--- src/hw/rtl/iee_pkg.sv ---
// ============================================================================
// iee_pkg: shared types and constants for the infix expression evaluator
// Transaction payloads, character codes and the multiply/divide request codes.
// ============================================================================
`default_nettype none

package iee_pkg;

    // Default fixed-point format: 16 fractional bits in a 64-bit word.
    localparam int FRAC_BITS_DEF   = 16;
    localparam int VALUE_WIDTH_DEF = 64;

    // ASCII codes of the accepted characters.
    localparam logic [7:0] CH_ZERO  = 8'h30;
    localparam logic [7:0] CH_NINE  = 8'h39;
    localparam logic [7:0] CH_PLUS  = 8'h2B;
    localparam logic [7:0] CH_MINUS = 8'h2D;
    localparam logic [7:0] CH_STAR  = 8'h2A;
    localparam logic [7:0] CH_SLASH = 8'h2F;

    // Pending multiplicative operator.
    typedef enum logic [1:0] {
        MOP_NONE = 2'd0,
        MOP_MUL  = 2'd1,
        MOP_DIV  = 2'd2
    } t_mop;

    // Input transaction: one character of the expression.
    typedef struct packed {
        logic [7:0] ch;
        logic       last;
    } t_in_item;

    // Output transaction: the evaluated expression and its error flags.
    typedef struct packed {
        logic signed [63:0] value;
        logic               div_by_zero;
        logic               bad_char;
        logic               overflow;
    } t_out_item;

    // Status returned by the multiply/divide unit.
    typedef struct packed {
        logic done;
        logic ovf;
        logic div_zero;
    } t_md_stat;

endpackage

`default_nettype wire

--- src/hw/rtl/iee_muldiv.sv ---
// ============================================================================
// iee_muldiv: iterative fixed-point multiply and divide unit
// One shared adder/subtractor does a shift-add multiply or a restoring divide,
// one bit per cycle, with saturation of the fixed-point result.
// ============================================================================
`default_nettype none

module iee_muldiv #(
    parameter int FRAC_BITS   = iee_pkg::FRAC_BITS_DEF,
    parameter int VALUE_WIDTH = iee_pkg::VALUE_WIDTH_DEF
) (
    input  wire logic                   i_clk,
    input  wire logic                   i_rst_n,
    input  wire logic                   i_start,
    input  wire iee_pkg::t_mop          i_op,
    input  wire logic [VALUE_WIDTH-2:0] i_a,
    input  wire logic [VALUE_WIDTH-2:0] i_b,
    output logic      [VALUE_WIDTH-2:0] o_result,
    output iee_pkg::t_md_stat           o_stat
);
    import iee_pkg::*;

    localparam int TW   = VALUE_WIDTH - 1;
    localparam int NUMW = TW + FRAC_BITS;
    localparam int CW   = $clog2(TW + 1);

    logic          r_busy,   n_busy;
    logic          r_is_div, n_is_div;
    logic [CW-1:0] r_cnt,    n_cnt;
    logic [TW-1:0] r_hi,     n_hi;
    logic [TW-1:0] r_lo,     n_lo;
    logic [TW-1:0] r_b,      n_b;
    logic [TW-1:0] r_res,    n_res;
    logic          r_done,   n_done;
    logic          r_ovf,    n_ovf;
    logic          r_dz,     n_dz;

    logic [NUMW-1:0] num;
    logic [TW:0]     num_hi;
    logic [TW:0]     add_x;
    logic [TW+1:0]   add_y;
    logic [TW+1:0]   add_sum;
    logic            div_ge;
    logic [2*TW-1:0] prod;
    logic            prod_ovf;

    // Dividend scaled by the fraction bits, split at the quotient width.
    assign num    = NUMW'(i_a) << FRAC_BITS;
    assign num_hi = (TW + 1)'(num >> TW);

    // The shared adder: accumulate the multiplicand, or trial-subtract the divisor.
    always_comb begin
        if (r_is_div) begin
            add_x   = {r_hi, r_lo[TW-1]};
            add_y   = ~{2'b00, r_b};
            add_sum = {1'b0, add_x} + add_y + (TW + 2)'(1);
        end else begin
            add_x   = {1'b0, r_hi};
            add_y   = r_lo[0] ? {2'b00, r_b} : '0;
            add_sum = {1'b0, add_x} + add_y;
        end
    end

    assign div_ge   = ~add_sum[TW+1];
    assign prod     = {r_hi, r_lo};
    assign prod_ovf = (prod >> (FRAC_BITS + TW)) != '0;

    always_comb begin
        n_busy   = r_busy;
        n_is_div = r_is_div;
        n_cnt    = r_cnt;
        n_hi     = r_hi;
        n_lo     = r_lo;
        n_b      = r_b;
        n_res    = r_res;
        n_done   = 1'b0;
        n_ovf    = r_ovf;
        n_dz     = r_dz;

        if (i_start) begin
            n_is_div = (i_op == MOP_DIV);
            n_ovf    = 1'b0;
            n_dz     = 1'b0;
            n_cnt    = CW'(TW);
            if (i_op != MOP_DIV) begin
                n_hi   = '0;
                n_lo   = i_b;
                n_b    = i_a;
                n_busy = 1'b1;
            end else if (i_b == '0) begin
                // Zero divisor: maximum for a nonzero dividend, else zero.
                n_dz   = 1'b1;
                n_res  = (i_a != '0) ? '1 : '0;
                n_done = 1'b1;
            end else if (num_hi >= {1'b0, i_b}) begin
                // Quotient cannot fit in the value range.
                n_ovf  = 1'b1;
                n_res  = '1;
                n_done = 1'b1;
            end else begin
                n_hi   = TW'(num_hi);
                n_lo   = TW'(num);
                n_b    = i_b;
                n_busy = 1'b1;
            end
        end else if (r_busy) begin
            if (r_cnt != '0) begin
                n_cnt = r_cnt - CW'(1);
                if (r_is_div) begin
                    n_hi = div_ge ? add_sum[TW-1:0] : add_x[TW-1:0];
                    n_lo = {r_lo[TW-2:0], div_ge};
                end else begin
                    n_hi = add_sum[TW:1];
                    n_lo = {add_sum[0], r_lo[TW-1:1]};
                end
            end else begin
                n_busy = 1'b0;
                n_done = 1'b1;
                if (r_is_div) begin
                    n_res = r_lo;
                end else begin
                    n_ovf = prod_ovf;
                    n_res = prod_ovf ? '1 : TW'(prod >> FRAC_BITS);
                end
            end
        end
    end

    always_ff @(posedge i_clk) begin
        if (!i_rst_n) begin
            r_busy <= 1'b0;
            r_done <= 1'b0;
            r_ovf  <= 1'b0;
            r_dz   <= 1'b0;
        end else begin
            r_busy <= n_busy;
            r_done <= n_done;
            r_ovf  <= n_ovf;
            r_dz   <= n_dz;
        end
    end

    always_ff @(posedge i_clk) begin
        r_is_div <= n_is_div;
        r_cnt    <= n_cnt;
        r_hi     <= n_hi;
        r_lo     <= n_lo;
        r_b      <= n_b;
        r_res    <= n_res;
    end

    assign o_result        = r_res;
    assign o_stat.done     = r_done;
    assign o_stat.ovf      = r_ovf;
    assign o_stat.div_zero = r_dz;

endmodule

`default_nettype wire

--- src/hw/rtl/infix_expression_evaluator_core.sv ---
// ============================================================================
// infix_expression_evaluator_core: streaming infix arithmetic evaluator
// Folds one ASCII character per transaction into a fixed-point result.
// ============================================================================
// The block reads an expression of unsigned decimal numbers and the operators
// + - * / one character per input transaction, with * and / binding tighter
// than + and -, both levels evaluated left to right. The character marked
// last closes the expression and produces one output transaction carrying a
// signed fixed-point value (FRAC_BITS fractional bits, saturated to
// VALUE_WIDTH bits, sign extended to 64) and three sticky error flags.
// A digit or an unknown character is decoded and the block returns to idle. A
// * or / that opens a term passes through the number stage, and a + or - that
// follows a plain number also passes through the sum stage. An operator that
// closes a product or quotient waits on the iterative multiply/divide unit,
// which handles one bit per cycle, and a + or - then also passes through the
// sum stage; a zero divisor or an out-of-range quotient is detected up front.
// The closing character adds one more pass through the number and sum stages
// before the result is offered. The block holds ready low while it works on a
// transaction and while a result waits.
// ============================================================================
`default_nettype none

module infix_expression_evaluator_core #(
    parameter int FRAC_BITS   = iee_pkg::FRAC_BITS_DEF,
    parameter int VALUE_WIDTH = iee_pkg::VALUE_WIDTH_DEF
) (
    input  wire logic              i_clk,
    input  wire logic              i_rst_n,
    input  wire logic              i_valid,
    output logic                   o_ready,
    input  wire iee_pkg::t_in_item i_data,
    output logic                   o_valid,
    input  wire logic              i_ready,
    output iee_pkg::t_out_item     o_data
);
    import iee_pkg::*;

    localparam int VW = VALUE_WIDTH;
    localparam int TW = VW - 1;
    // Integer digits that fit in the format; at least one bit of storage.
    localparam int NW = (VW - 1 - FRAC_BITS > 0) ? (VW - 1 - FRAC_BITS) : 1;
    localparam logic [63:0] VMAX64 = (64'd1 << (VW - 1)) - 64'd1;
    localparam logic [63:0] NMAX64 = VMAX64 >> FRAC_BITS;
    localparam logic [NW+3:0] NMAX_W = (NW + 4)'(NMAX64);

    typedef enum logic [5:0] {
        ST_IDLE   = 6'b000001,
        ST_DECODE = 6'b000010,
        ST_NUM    = 6'b000100,
        ST_WAIT   = 6'b001000,
        ST_TERM   = 6'b010000,
        ST_OUT    = 6'b100000
    } t_state;

    t_state               r_state, n_state;
    t_in_item             r_in,    n_in;
    logic                 r_final, n_final;
    logic signed [VW-1:0] r_sum,   n_sum;
    logic [TW-1:0]        r_term,  n_term;
    logic [NW-1:0]        r_acc,   n_acc;
    logic                 r_aop,   n_aop;
    t_mop                 r_mop,   n_mop;
    logic                 r_dz,    n_dz;
    logic                 r_bad,   n_bad;
    logic                 r_ovf,   n_ovf;
    t_out_item            r_out,   n_out;

    // Multiply/divide unit interface.
    logic          md_start;
    logic [TW-1:0] md_result;
    t_md_stat      md_stat;
    logic [TW-1:0] operand;

    // Digit accumulation.
    logic [NW+3:0] dec;
    logic          dec_ovf;

    // Add or subtract of the finished term into the running sum.
    logic signed [VW:0]   sum_ext;
    logic                 sum_ovf;
    logic signed [VW-1:0] sum_sat;

    // Where to go once the current number has been folded into the term.
    t_state post_state;
    t_mop   post_mop;
    logic   post_final;

    // The completed number as a fixed-point operand.
    assign operand = TW'(r_acc) << FRAC_BITS;

    // accum * 10 + digit, saturating at the largest integer the format holds.
    assign dec = ((NW + 4)'(r_acc) << 3) + ((NW + 4)'(r_acc) << 1)
               + (NW + 4)'(r_in.ch[3:0]);
    assign dec_ovf = dec > NMAX_W;

    // The term is never negative, so plus can only overflow upward and
    // minus only downward; the sign of the wide result picks the limit.
    assign sum_ext = r_aop ? ({r_sum[VW-1], r_sum} - {2'b00, r_term})
                           : ({r_sum[VW-1], r_sum} + {2'b00, r_term});
    assign sum_ovf = sum_ext[VW] != sum_ext[VW-1];
    always_comb begin
        if (!sum_ovf) begin
            sum_sat = sum_ext[VW-1:0];
        end else if (sum_ext[VW]) begin
            sum_sat = {1'b1, {TW{1'b0}}};
        end else begin
            sum_sat = {1'b0, {TW{1'b1}}};
        end
    end

    // After a number is folded: a * or / records its operator, a + or -
    // goes on to close the term, and the closing pass always closes it.
    always_comb begin
        post_state = ST_TERM;
        post_mop   = MOP_NONE;
        post_final = r_final;
        if (!r_final) begin
            case (r_in.ch)
                CH_STAR: begin
                    post_mop   = MOP_MUL;
                    post_state = r_in.last ? ST_NUM : ST_IDLE;
                    post_final = r_in.last;
                end
                CH_SLASH: begin
                    post_mop   = MOP_DIV;
                    post_state = r_in.last ? ST_NUM : ST_IDLE;
                    post_final = r_in.last;
                end
                default: begin
                    post_state = ST_TERM;
                end
            endcase
        end
    end

    always_comb begin
        n_state  = r_state;
        n_in     = r_in;
        n_final  = r_final;
        n_sum    = r_sum;
        n_term   = r_term;
        n_acc    = r_acc;
        n_aop    = r_aop;
        n_mop    = r_mop;
        n_dz     = r_dz;
        n_bad    = r_bad;
        n_ovf    = r_ovf;
        n_out    = r_out;
        md_start = 1'b0;

        case (r_state)
            ST_IDLE: begin
                if (i_valid) begin
                    n_in    = i_data;
                    n_state = ST_DECODE;
                end
            end
            ST_DECODE: begin
                case (r_in.ch) inside
                    [CH_ZERO:CH_NINE]: begin
                        n_acc   = dec_ovf ? NW'(NMAX64) : dec[NW-1:0];
                        n_ovf   = r_ovf | dec_ovf;
                        n_final = 1'b1;
                        n_state = r_in.last ? ST_NUM : ST_IDLE;
                    end
                    CH_STAR, CH_SLASH, CH_PLUS, CH_MINUS: begin
                        n_final = 1'b0;
                        n_state = ST_NUM;
                    end
                    default: begin
                        // Unknown characters are flagged and otherwise skipped.
                        n_bad   = 1'b1;
                        n_final = 1'b1;
                        n_state = r_in.last ? ST_NUM : ST_IDLE;
                    end
                endcase
            end
            ST_NUM: begin
                if (r_mop == MOP_NONE) begin
                    n_term  = operand;
                    n_acc   = '0;
                    n_mop   = post_mop;
                    n_final = post_final;
                    n_state = post_state;
                end else begin
                    md_start = 1'b1;
                    n_state  = ST_WAIT;
                end
            end
            ST_WAIT: begin
                if (md_stat.done) begin
                    n_term  = md_result;
                    n_ovf   = r_ovf | md_stat.ovf;
                    n_dz    = r_dz | md_stat.div_zero;
                    n_acc   = '0;
                    n_mop   = post_mop;
                    n_final = post_final;
                    n_state = post_state;
                end
            end
            ST_TERM: begin
                if (r_final) begin
                    // Close the expression and return the running registers to their reset values.
                    n_out.value       = 64'(sum_sat);
                    n_out.div_by_zero = r_dz;
                    n_out.bad_char    = r_bad;
                    n_out.overflow    = r_ovf | sum_ovf;
                    n_sum             = '0;
                    n_term            = '0;
                    n_acc             = '0;
                    n_aop             = 1'b0;
                    n_mop             = MOP_NONE;
                    n_dz              = 1'b0;
                    n_bad             = 1'b0;
                    n_ovf             = 1'b0;
                    n_final           = 1'b0;
                    n_state           = ST_OUT;
                end else begin
                    n_sum   = sum_sat;
                    n_ovf   = r_ovf | sum_ovf;
                    n_term  = '0;
                    n_aop   = (r_in.ch == CH_MINUS);
                    n_final = r_in.last;
                    n_state = r_in.last ? ST_NUM : ST_IDLE;
                end
            end
            ST_OUT: begin
                if (i_ready) begin
                    n_state = ST_IDLE;
                end
            end
            default: begin
                n_state = ST_IDLE;
            end
        endcase
    end

    always_ff @(posedge i_clk) begin
        if (!i_rst_n) begin
            r_state <= ST_IDLE;
            r_final <= 1'b0;
            r_sum   <= '0;
            r_term  <= '0;
            r_acc   <= '0;
            r_aop   <= 1'b0;
            r_mop   <= MOP_NONE;
            r_dz    <= 1'b0;
            r_bad   <= 1'b0;
            r_ovf   <= 1'b0;
        end else begin
            r_state <= n_state;
            r_final <= n_final;
            r_sum   <= n_sum;
            r_term  <= n_term;
            r_acc   <= n_acc;
            r_aop   <= n_aop;
            r_mop   <= n_mop;
            r_dz    <= n_dz;
            r_bad   <= n_bad;
            r_ovf   <= n_ovf;
        end
    end

    always_ff @(posedge i_clk) begin
        r_in  <= n_in;
        r_out <= n_out;
    end

    iee_muldiv #(
        .FRAC_BITS   (FRAC_BITS),
        .VALUE_WIDTH (VALUE_WIDTH)
    ) u_muldiv (
        .i_clk    (i_clk),
        .i_rst_n  (i_rst_n),
        .i_start  (md_start),
        .i_op     (r_mop),
        .i_a      (r_term),
        .i_b      (operand),
        .o_result (md_result),
        .o_stat   (md_stat)
    );

    assign o_ready = (r_state == ST_IDLE);
    assign o_valid = (r_state == ST_OUT);
    assign o_data  = r_out;

endmodule

`default_nettype wire
--- config.mk ---
export PLATFORM = sky130hd
export DESIGN_NAME = infix_expression_evaluator_core
export DESIGN_NICKNAME = d
export VERILOG_FILES = /design/src/hw/rtl/iee_pkg.sv /design/src/hw/rtl/iee_muldiv.sv /design/src/hw/rtl/infix_expression_evaluator_core.sv
export SDC_FILE = /design/constraint.sdc
export NUM_CORES = 2
export LEC_CHECK = 0
export BUFFER_PORTS_ARGS = -buffer_cell sky130_fd_sc_hd__clkbuf_2
export CORE_AREA = 2 2 407 409
export DETAILED_ROUTE_END_ITERATION = 12
export DIE_AREA = 0 0 409 411
export GPL_ROUTABILITY_DRIVEN = 0
export SLEW_MARGIN = 20
export SYNTH_ARGS = -nofsm -noshare
export SYNTH_HDL_FRONTEND = slang
export SYNTH_HIERARCHICAL = 1
export SYNTH_SLANG_ARGS = --single-unit
--- constraint.sdc ---
create_clock -name i_clk -period 17.1 [get_ports i_clk]
set_input_delay 0.855 -clock i_clk [delete_from_list [all_inputs] [get_ports i_clk]]
set_output_delay 0.855 -clock i_clk [all_outputs]
set_load 0.03 [all_outputs]
==> results.py <==
metrics = {
    "outcome": {
        "status": "finished clean",
    },
    "global_route": {
        "grt_max_degree": 154,
        "grt.total_usage_pct": 16.4,
        "grt_first_pass_wirelength_um": 219000,
        "grt_pass1_vias": 35700,
        "grt-ovfl-total": 0,
        "antenna_found_initial": 1,
    },
    "cts": {
        "cts_htree_levels": 3,
        "ctsHoldBuffers": 0,
        "cts_sinks": 526,
        "cts_resized": 0,
        "clock_path_buffers": 3,
        "cts_buffers": 67,
        "cts_tree": "built",
        "cts_setup_buffers": 0,
        "path_clk_slew_ns": 0.06,
        "clk_latency_ns": 0.64,
        "root_buffer": "clkbuf_16",
    },
    "detailed_routing": {
        "num_vias": 38400,
        "wl_um": 145000,
        "drtIter0Drc": 4554,
        "drcViolationCount": 0,
        "postRouteAntennaNets": 0,
        "drt_pass1_iterations": 8,
        "vias_per_cell": 5.43,
        "wire_per_inst_um": 20.5,
    },
    "logic_synthesis": {
        "ys_seq_area_share_pct": 33.9,
        "synth_most_common_cell": "nand2_1",
        "ys_ff_latch": 526,
        "ys.flop_type": "edfxtp_1",
        "syn_avg_cell_area_um2": 8.35,
        "netlist_area_um2": 40700,
        "yosys_warnings": 6,
        "synth_edf_count": 329,
        "yosysTopAreaCellShare_pct": 24.3,
        "synth_cells": 4878,
        "yosys.area.top_type": "edfxtp_1",
        "synth_common_cells": "nand2_1, a21oi_1, o21ai_0, edfxtp_1, nor2_1",
        "synth.top_cells.by_area": "edfxtp_1, dfxtp_1, ha_1",
        "synth-async-reset-ratio_pct": 0,
        "ys_types": 105,
    },
    "pwr": {
        "p_sw_share_pct": 29.2,
        "ir_worst_vdd_uv": 105,
        "power_density_nw_per_um2": 75.9,
        "p_comb_share_pct": 18.3,
        "power.leakage_nw": 18.0,
        "power_mw": 3.46,
        "power_switching_mw": 1.01,
        "intPower_mw": 2.45,
        "power_frac_seq_pct": 40.6,
        "p_clk_share_pct": 41.0,
    },
    "floorplan": {
        "die-area_um2": 168000,
        "start_util_pct": 24.9,
        "die_width_um": 409,
        "ioPinCount": 82,
        "row_count": 149,
        "coreArea_um2": 164000,
        "die_y_um": 411,
    },
    "timing": {
        "worst_slack_ns": 9.30,
        "setup_viol": 0,
        "worst_hold_slack_ns": 0.401,
        "finalSetupTns_ns": 0,
        "max_freq_ghz": 0.128,
        "fin_crit_ns": 7.80,
        "slew_headroom_pct": 21.0,
        "hold_viol": 0,
        "slew_viol_final": 0,
        "timing.final.crit_share_pct": 45.6,
        "rsz0062_at_grt": "false",
        "skew_ns": 0.0405,
        "tightest_slew_ns": 1.18,
    },
    "critical_path": {
        "critical_path_class": "reg -> reg",
        "cp.arrival_ns": 8.36,
        "critPathTopFamily": "simple AND/OR/NAND/NOR gates",
        "worst_ep_required_time_ns": 17.65,
        "path_max_fanout": 53,
        "critPathLaunchType": "flip-flop",
        "crit_buf_inv": 2,
        "cp_slowest_cell": "a2111oi_1",
        "critical_path.cell_chain": "or3_1 -> nor4_1 -> nor3b_1 -> nor3b_1 -> nand2_1 -> nor2_1 -> a21oi_1 -> nor2_1 -> o21ai_0 -> xnor2_1 -> ha_1 -> a21oi_1 -> o21ai_0 -> a21o_1 -> a2111oi_1 -> o211ai_1 -> nand3_4 -> inv_2 -> a21oi_4 -> and2_1 -> buf_4 -> a221o_1",
        "max_stage_delay_ns": 0.79,
        "setup.worst_path.end_class": "flip-flop",
    },
    "placement": {
        "placedCellCount": 6940,
        "place_ws_ns": 9.25,
        "dpl.hpwl_um": 107000,
        "portBuffers": 81,
        "placed_area_um2": 43300,
    },
    "flow_run": {
        "cap_violations": 0,
    },
    "cells_and_area": {
        "syn_to_final_growth_pct": 11.8,
        "final_util_pct": 27.8,
        "final_cells": 7065,
        "post-route-cell-area_um2": 45500,
        "layout.nets": 5141,
        "drive_gt1_share_pct": 6.07,
    },
    "min_path": {
        "hold_path_class": "in -> reg",
    },
}
==> cell type report <==
type / instances / area [um^2]
flip-flops and latches: 526 / 13800
inverters: 184 / 692
well taps: 2189 / 2740
diodes: 1 / 2.50
clock buffers: 85 / 1830
multi-input cells: 3914 / 25300
repair buffers: 128 / 816
clock inverters: 38 / 352
fillers: 17500 / 118000
==> worst reg2reg max path, stage by stage, from the launching register on <==
cell and delay [ns]:
dfxtp_1 0.40, or3_1 0.42, nor4_1 0.35, nor3b_1 0.70, nor3b_1 0.47, nand2_1 0.10
nor2_1 0.27, a21oi_1 0.27, nor2_1 0.27, o21ai_0 0.15, xnor2_1 0.17, ha_1 0.38
a21oi_1 0.22, o21ai_0 0.15, a21o_1 0.21, a2111oi_1 0.79, o211ai_1 0.27, nand3_4 0.55
inv_2 0.21, a21oi_4 0.48, and2_1 0.21, buf_4 0.46, a221o_1 0.22
==> cells by family after synthesis <==
group           share of synthesized area, %
simple gates                            19.6
compound gates                          24.3
flops                                   33.9
buf+inv                                 4.72
fa+ha+maj                               10.6
xor+xnor                                5.81
mux                                     1.08
other cells                          0.00921
==> power groups by stage <==
stage                     combinational, mW  sequential, mW  clock [mW]
after floorplan                       0.471            1.43           0
after global placement                0.611            1.43           0
after detailed placement              0.625            1.43           0
after CTS                             0.626            1.40        1.44
after global routing                  0.691            1.40        1.49
final                                 0.634            1.40        1.42
==> layout by cell type, fill, tap and decap left out, types with 20 or more instances in the layout <==
master,netlist,layout
a211oi_1,74,74
a21boi_0,41,41
a21o_1,96,96
a21oi_1,417,417
a221o_1,50,50
a221oi_1,57,57
a311oi_1,20,20
a31oi_1,97,97
and2_1,94,92
and3_1,32,32
buf_4,6,43
clkbuf_16,0,68
clkbuf_2,2,81
conb_1,1,49
dfxtp_1,197,196
edfxtp_1,329,329
ha_1,302,302
inv_1,182,180
maj3_1,45,45
mux2i_1,44,44
nand2_1,666,663
nand2b_1,28,27
nand3_1,91,91
nand4_1,84,84
nor2_1,324,321
nor2b_1,65,65
nor3_1,75,74
nor3b_1,59,59
nor4_1,63,62
o211ai_1,31,31
o21a_1,48,48
o21ai_0,380,379
o21bai_1,48,48
o31ai_1,23,23
or3_1,25,25
xnor2_1,181,181
xor2_1,89,89
==> worst paths after layout <==
| kind | startpoint | end | slack (ns) | cells past startpoint |
|---|---|---|---|---|
| setup / recovery | r_term[3] | r_sum[20] | 9.30 | 22 |
| hold / removal | i_data[3] | r_in[3] | 0.40 | 1 |
| setup reg to reg | r_term[3] | r_sum[20] | 9.30 | 22 |
| hold reg to reg | r_sum[62] | r_sum[62] | 0.47 | 2 |
==> registers in the layout, indices dropped and copies added (netlist names), 2 cells and up <==
name and cells:
r_acc 47, r_in 9, u_muldiv/r_hi 63, r_sum 64, u_muldiv/r_b 63, u_muldiv/o_result 63
r_mop 2, r_state 6, o_data 67, u_muldiv/r_lo 63, r_term 63, u_muldiv/r_cnt 6
==> routing by layer <==
layer / wire length (um) / global-route usage [%] / part of all wire, %
met1: 62000 / 22.5 / 43
met3: 12200 / 2.25 / 8.4
met4: 6230 / 7.08 / 4.3
met2: 64300 / 25.8 / 44
met5: 0 / 0 / 0
(Power assumes the default switching activity.)
